File: src/hw/rtl/bdeq_pkg.sv
`default_nettype none
// ----------------------------------------------------------------------------
// bdeq_pkg
// Shared request and status codes, field widths and the per-request control
// word passed from the pointer unit to the top level of the deque.
// ----------------------------------------------------------------------------
package bdeq_pkg;

    // Default sizes
    localparam int DEF_CAPACITY   = 128;
    localparam int DEF_DATA_WIDTH = 32;

    // Fixed port field widths
    localparam int REQ_W    = 3;
    localparam int STATUS_W = 2;
    localparam int COUNT_W  = 8;
    localparam int WORD_W   = 32;

    // Request codes; anything else acts as a peek
    localparam logic [REQ_W-1:0] REQ_PUSH_BACK  = 3'd0;
    localparam logic [REQ_W-1:0] REQ_PUSH_FRONT = 3'd1;
    localparam logic [REQ_W-1:0] REQ_POP_BACK   = 3'd2;
    localparam logic [REQ_W-1:0] REQ_POP_FRONT  = 3'd3;
    localparam logic [REQ_W-1:0] REQ_PEEK       = 3'd4;

    // Status codes
    localparam logic [STATUS_W-1:0] ST_OK    = 2'd0;
    localparam logic [STATUS_W-1:0] ST_FULL  = 2'd1;
    localparam logic [STATUS_W-1:0] ST_EMPTY = 2'd2;

    // Per-request control from the pointer unit
    typedef struct packed {
        logic [STATUS_W-1:0] status;
        logic                wr_en;
        logic                fwd_first;  // front slot is the one being written
        logic                fwd_last;   // back slot is the one being written
    } t_op_info;

endpackage : bdeq_pkg
`default_nettype wire

File: src/hw/rtl/bdeq_ptr.sv
`default_nettype none
// ----------------------------------------------------------------------------
// bdeq_ptr
// Front pointer and fill count of the circular buffer. Decodes a request,
// checks full/empty, and produces the write slot and the front and back
// slots to read after the request.
// ----------------------------------------------------------------------------
module bdeq_ptr
    import bdeq_pkg::*;
#(
    parameter int CAPACITY = DEF_CAPACITY
) (
    input  wire logic                              i_clk,
    input  wire logic                              i_rst_n,
    input  wire logic                              i_accept,
    input  wire logic [REQ_W-1:0]                  i_req_type,
    output t_op_info                               o_info,
    output logic      [$clog2(CAPACITY)-1:0]       o_wr_addr,
    output logic      [$clog2(CAPACITY)-1:0]       o_rd_first_addr,
    output logic      [$clog2(CAPACITY)-1:0]       o_rd_last_addr,
    output logic      [$clog2(CAPACITY+1)-1:0]     o_count
);

    localparam int PTR_W = $clog2(CAPACITY);
    localparam int CNT_W = $clog2(CAPACITY + 1);
    localparam int SUM_W = PTR_W + 1;

    localparam logic [PTR_W-1:0] LAST_SLOT = PTR_W'(CAPACITY - 1);
    localparam logic [SUM_W-1:0] CAP_SUM   = SUM_W'(CAPACITY);
    localparam logic [CNT_W-1:0] CAP_CNT   = CNT_W'(CAPACITY);

    logic [PTR_W-1:0] r_front, n_front;
    logic [CNT_W-1:0] r_count, n_count;

    logic                w_full;
    logic                w_empty;
    logic [PTR_W-1:0]    w_front_dec;
    logic [PTR_W-1:0]    w_front_inc;
    logic [SUM_W-1:0]    w_tail_sum;
    logic [PTR_W-1:0]    w_tail;
    logic [PTR_W-1:0]    w_last_off;
    logic [SUM_W-1:0]    w_last_sum;
    logic [PTR_W-1:0]    w_last;
    logic [STATUS_W-1:0] w_status;
    logic                w_wr_en;
    logic                w_fwd_first;
    logic                w_fwd_last;
    logic [PTR_W-1:0]    w_wr_addr;

    assign w_full  = (r_count == CAP_CNT);
    assign w_empty = (r_count == '0);

    // Neighbor slots of the front, with wrap
    assign w_front_dec = (r_front == '0) ? LAST_SLOT : r_front - PTR_W'(1);
    assign w_front_inc = (r_front == LAST_SLOT) ? '0 : r_front + PTR_W'(1);

    // Slot just past the back (only used when not full)
    assign w_tail_sum = {1'b0, r_front} + {1'b0, PTR_W'(r_count)};
    assign w_tail     = (w_tail_sum >= CAP_SUM) ? PTR_W'(w_tail_sum - CAP_SUM)
                                                : PTR_W'(w_tail_sum);

    // Request decode
    always_comb begin
        n_front   = r_front;
        n_count   = r_count;
        w_status  = ST_OK;
        w_wr_en   = 1'b0;
        w_wr_addr = w_tail;
        case (i_req_type)
            REQ_PUSH_BACK: begin
                if (w_full) begin
                    w_status = ST_FULL;
                end else begin
                    w_wr_en = 1'b1;
                    n_count = r_count + CNT_W'(1);
                end
            end
            REQ_PUSH_FRONT: begin
                if (w_full) begin
                    w_status = ST_FULL;
                end else begin
                    w_wr_en   = 1'b1;
                    w_wr_addr = w_front_dec;
                    n_front   = w_front_dec;
                    n_count   = r_count + CNT_W'(1);
                end
            end
            REQ_POP_BACK: begin
                if (w_empty) begin
                    w_status = ST_EMPTY;
                end else begin
                    n_count = r_count - CNT_W'(1);
                end
            end
            REQ_POP_FRONT: begin
                if (w_empty) begin
                    w_status = ST_EMPTY;
                end else begin
                    n_front = w_front_inc;
                    n_count = r_count - CNT_W'(1);
                end
            end
            default: begin
                // peek and unused codes: no change
            end
        endcase
    end

    // Back slot after the request
    assign w_last_off = (n_count == '0) ? '0 : PTR_W'(n_count - CNT_W'(1));
    assign w_last_sum = {1'b0, n_front} + {1'b0, w_last_off};
    assign w_last     = (w_last_sum >= CAP_SUM) ? PTR_W'(w_last_sum - CAP_SUM)
                                                : PTR_W'(w_last_sum);

    // Forward the pushed word where a read hits the slot being written
    assign w_fwd_first = w_wr_en && (n_front == w_wr_addr);
    assign w_fwd_last  = w_wr_en && (w_last == w_wr_addr);

    assign o_info          = '{status:    w_status,
                               wr_en:     w_wr_en,
                               fwd_first: w_fwd_first,
                               fwd_last:  w_fwd_last};
    assign o_wr_addr       = w_wr_addr;
    assign o_rd_first_addr = n_front;
    assign o_rd_last_addr  = w_last;
    assign o_count         = n_count;

    // Pointer and count registers
    always_ff @(posedge i_clk) begin
        if (!i_rst_n) begin
            r_front <= '0;
            r_count <= '0;
        end else if (i_accept) begin
            r_front <= n_front;
            r_count <= n_count;
        end
    end

endmodule : bdeq_ptr
`default_nettype wire

File: config.mk
export PLATFORM = sky130hd
export DESIGN_NAME = bdeq_ptr
export DESIGN_NICKNAME = d
export VERILOG_FILES = /design/src/hw/rtl/bdeq_pkg.sv /design/src/hw/rtl/bdeq_ptr.sv
export SDC_FILE = /design/constraint.sdc
export NUM_CORES = 1
export LEC_CHECK = 0
export BUFFER_PORTS_ARGS = -buffer_cell sky130_fd_sc_hd__buf_4
export CORE_MARGIN = 5
export CORE_UTILIZATION = 45
export DETAILED_ROUTE_END_ITERATION = 7
export PLACE_DENSITY = 0.73
export SYNTH_ARGS = -nofsm -noshare
export SYNTH_HDL_FRONTEND = slang
export SYNTH_SLANG_ARGS = --single-unit
File: constraint.sdc
create_clock -name i_clk -period 6.7 [get_ports i_clk]
set_input_delay 0.335 -clock i_clk [delete_from_list [all_inputs] [get_ports i_clk]]
set_output_delay 0.335 -clock i_clk [all_outputs]
set_load 0.01 [all_outputs]
==> run metrics <==
status=finished, final reports clean; sequential area share after synthesis=11.3%; DR WL/cell=17.3 µm; most frequent cell after synthesis=nor2_1; via/cell ratio=6.03; final setup vio count=0; Net Count, Synth=369; Max stage delay on crit path=0.69 ns; number of synthesized flops with an enable pin=0; total gr overflow=0; slew margin rel.=43.3%; Hold Buf Count CTS=0; Area Overhead vs Synth=12.2%; root buf cell=clkbuf_8; CTS Buf Count=3; ANT cells=0; first drt pass iteration count=5; Final Skew=0.00178 ns; port buffer count=39; synth warn=0; fin crit period=6.05 ns; CP Cell Sequence=inv_1 > ha_1 > nor3b_2 > a31oi_1 > nor2_1 > xnor2_1 > inv_1 > ha_1 > o221a_2 > nand3b_4 > nor3_1 > nor2_1 > ha_1 > a21o_1 > a21oi_1 > or4_1 > o2111ai_1 > xor2_1 > nor4_1 > or2b_1 > mux2i_1 > buf_4; Leakage=1.31 nW; Die Span Y=86.8 µm; total clock sinks=15; critical path type=flip-flop to primary output; largest net degree at the start of global routing=20; Reg clk slew, reported paths=0.08 ns; CTS Buffer Depth=2; core box area=5820 µm²; Critical Path Sink Type=primary output; clock latency at the later pin of the worst-skew pair=0.26 ns; post-synthesis cell count=342; number of global-route vias before repair=2,541; initial antenna violation count=0; Crit path max-delay family=simple AND/OR/NAND/NOR gates; share of cells above drive strength 1=19.5%; fmax=165 MHz; die width=86.8 µm; setup bufs post-CTS=0; CP max stage cell=a31oi_1; FFs w/ async S/R, synth=0%; Total GRT Usage=20.7%; antenna viol nets, final=0; Worst-Margin Slew=0.846 ns; vias=2,652; Cell Area, Placed=2930 µm²; crit path max fanout=10; H-tree levels=1; Worst Path Arrival=5.71 ns; DP HPWL=5880 µm; Row Count=28; Layout Utilization=51.2%; most used cell, CP=ha_1; Placer Congestion=0.929; Synth top area share=11.3%; hold crit path type=primary input to flip-flop; worst hold margin=0.423 ns; TNS Setup=0 ns; Most used DFF post-synth=dfxtp_1; Hold Violations, Final=0; maxcap violations=0; final slew viol count=0; RSZ-0062 raised after global routing=false; startpoint class of the critical path=flip-flop; cell area power density=231 nW/µm²; mapped cell area=2650 µm²; Non-Filler Instances=440; VDD IR max=0.149 mV; synth cell count leaders=nor2_1 (25), inv_1 (22), nand2_1 (21); number of DRC markers in iteration 0=195; Boundary Pins=40; Unique masters post-synth=77; top cells by area, synth=dfxtp_1 (11%), ha_1 (9.0%), mux2i_1 (6.4%); Yosys top cell by area=dfxtp_1; initial core utilization=45.6%; post-cts resize count=0; # nets final=393; first-pass GRT wire length=12,600 µm; Worst Path Required=6.36 ns; placed cells=436; fin crit share=90.3%; Finished Cell Area=2980 µm²; critical path buffer and inverter count=3; number of synthesized register bits=15; DRC viols=0; die area=7530 µm²; WL final=7590 µm; TritonCTS clock tree=built; Avg Cell Area, Syn=7.75 µm²
cell families after synthesis:
group / after synthesis / share of synthesized area [%]
and+or+nand+nor: 127 / 27.3
AOI/OAI and AO/OA: 86 / 25.1
buffers and inverters: 45 / 7.88
xor gates and xnor gates: 29 / 10.6
adders and majority gates: 21 / 10.5
muxes: 19 / 7.36
DFF: 15 / 11.3
state kept, by name (all words and copies together), names as in the netlist:
signal,flops
r_front,7
r_count,8
through the flow:
step,worst slack [ns],total power [mW]
6_report,0.651,0.687
5_1_grt,0.167,0.742
4_1_cts,0.716,0.689
3_5_place_dp,1.03,0.604
3_3_place_gp,1.21,0.595
2_1_floorplan,1.43,0.454
cell type report:
type,count,area [µm²]
clock inverters,1,5.00
fillers,587,2840
multi-input cells,282,2140
well taps,75,93.8
repair buffers,40,300
clock buffers,3,41.3
inverters,24,92.6
flip-flops and latches,15,300
routing by layer:
layer	vias to the layer above	routed length, µm	GRT usage, %
met5	-	0	0
met4	0	128	5.67
met1	1251	3570	28.5
li1	1297	-	-
met3	16	393	3.23
met2	88	3500	33.6
report_power, final:
group | internal [mW] | switching [mW] | total, mW
sequential | 0.0949 | 0.0173 | 0.112
combinational | 0.221 | 0.270 | 0.491
clock | 0.0414 | 0.0418 | 0.0833
total | 0.358 | 0.329 | 0.687
cells in the final DEF, fill, tap and decap left out, types with 15 or more instances in the layout:
cell type	instances
nand2_1	21
inv_1	22
nor2b_1	15
buf_4	40
mux2i_1	17
dfxtp_1	15
a21oi_1	15
xnor2_1	19
nor2_1	25
ha_1	19
worst paths after layout:
kind	start	end	slack, ns	cells after the start
max reg2reg	r_count[1]$_SDFFE_PN0P_	r_count[2]$_SDFFE_PN0P_	3.73	9
min	i_rst_n	r_front[4]$_SDFFE_PN0P_	0.42	2
min reg2reg	r_front[6]$_SDFFE_PN0P_	r_front[6]$_SDFFE_PN0P_	0.62	2
max	r_count[1]$_SDFFE_PN0P_	o_info[0]	0.65	22
No activity file was read; power rests on OpenSTA's default activity.
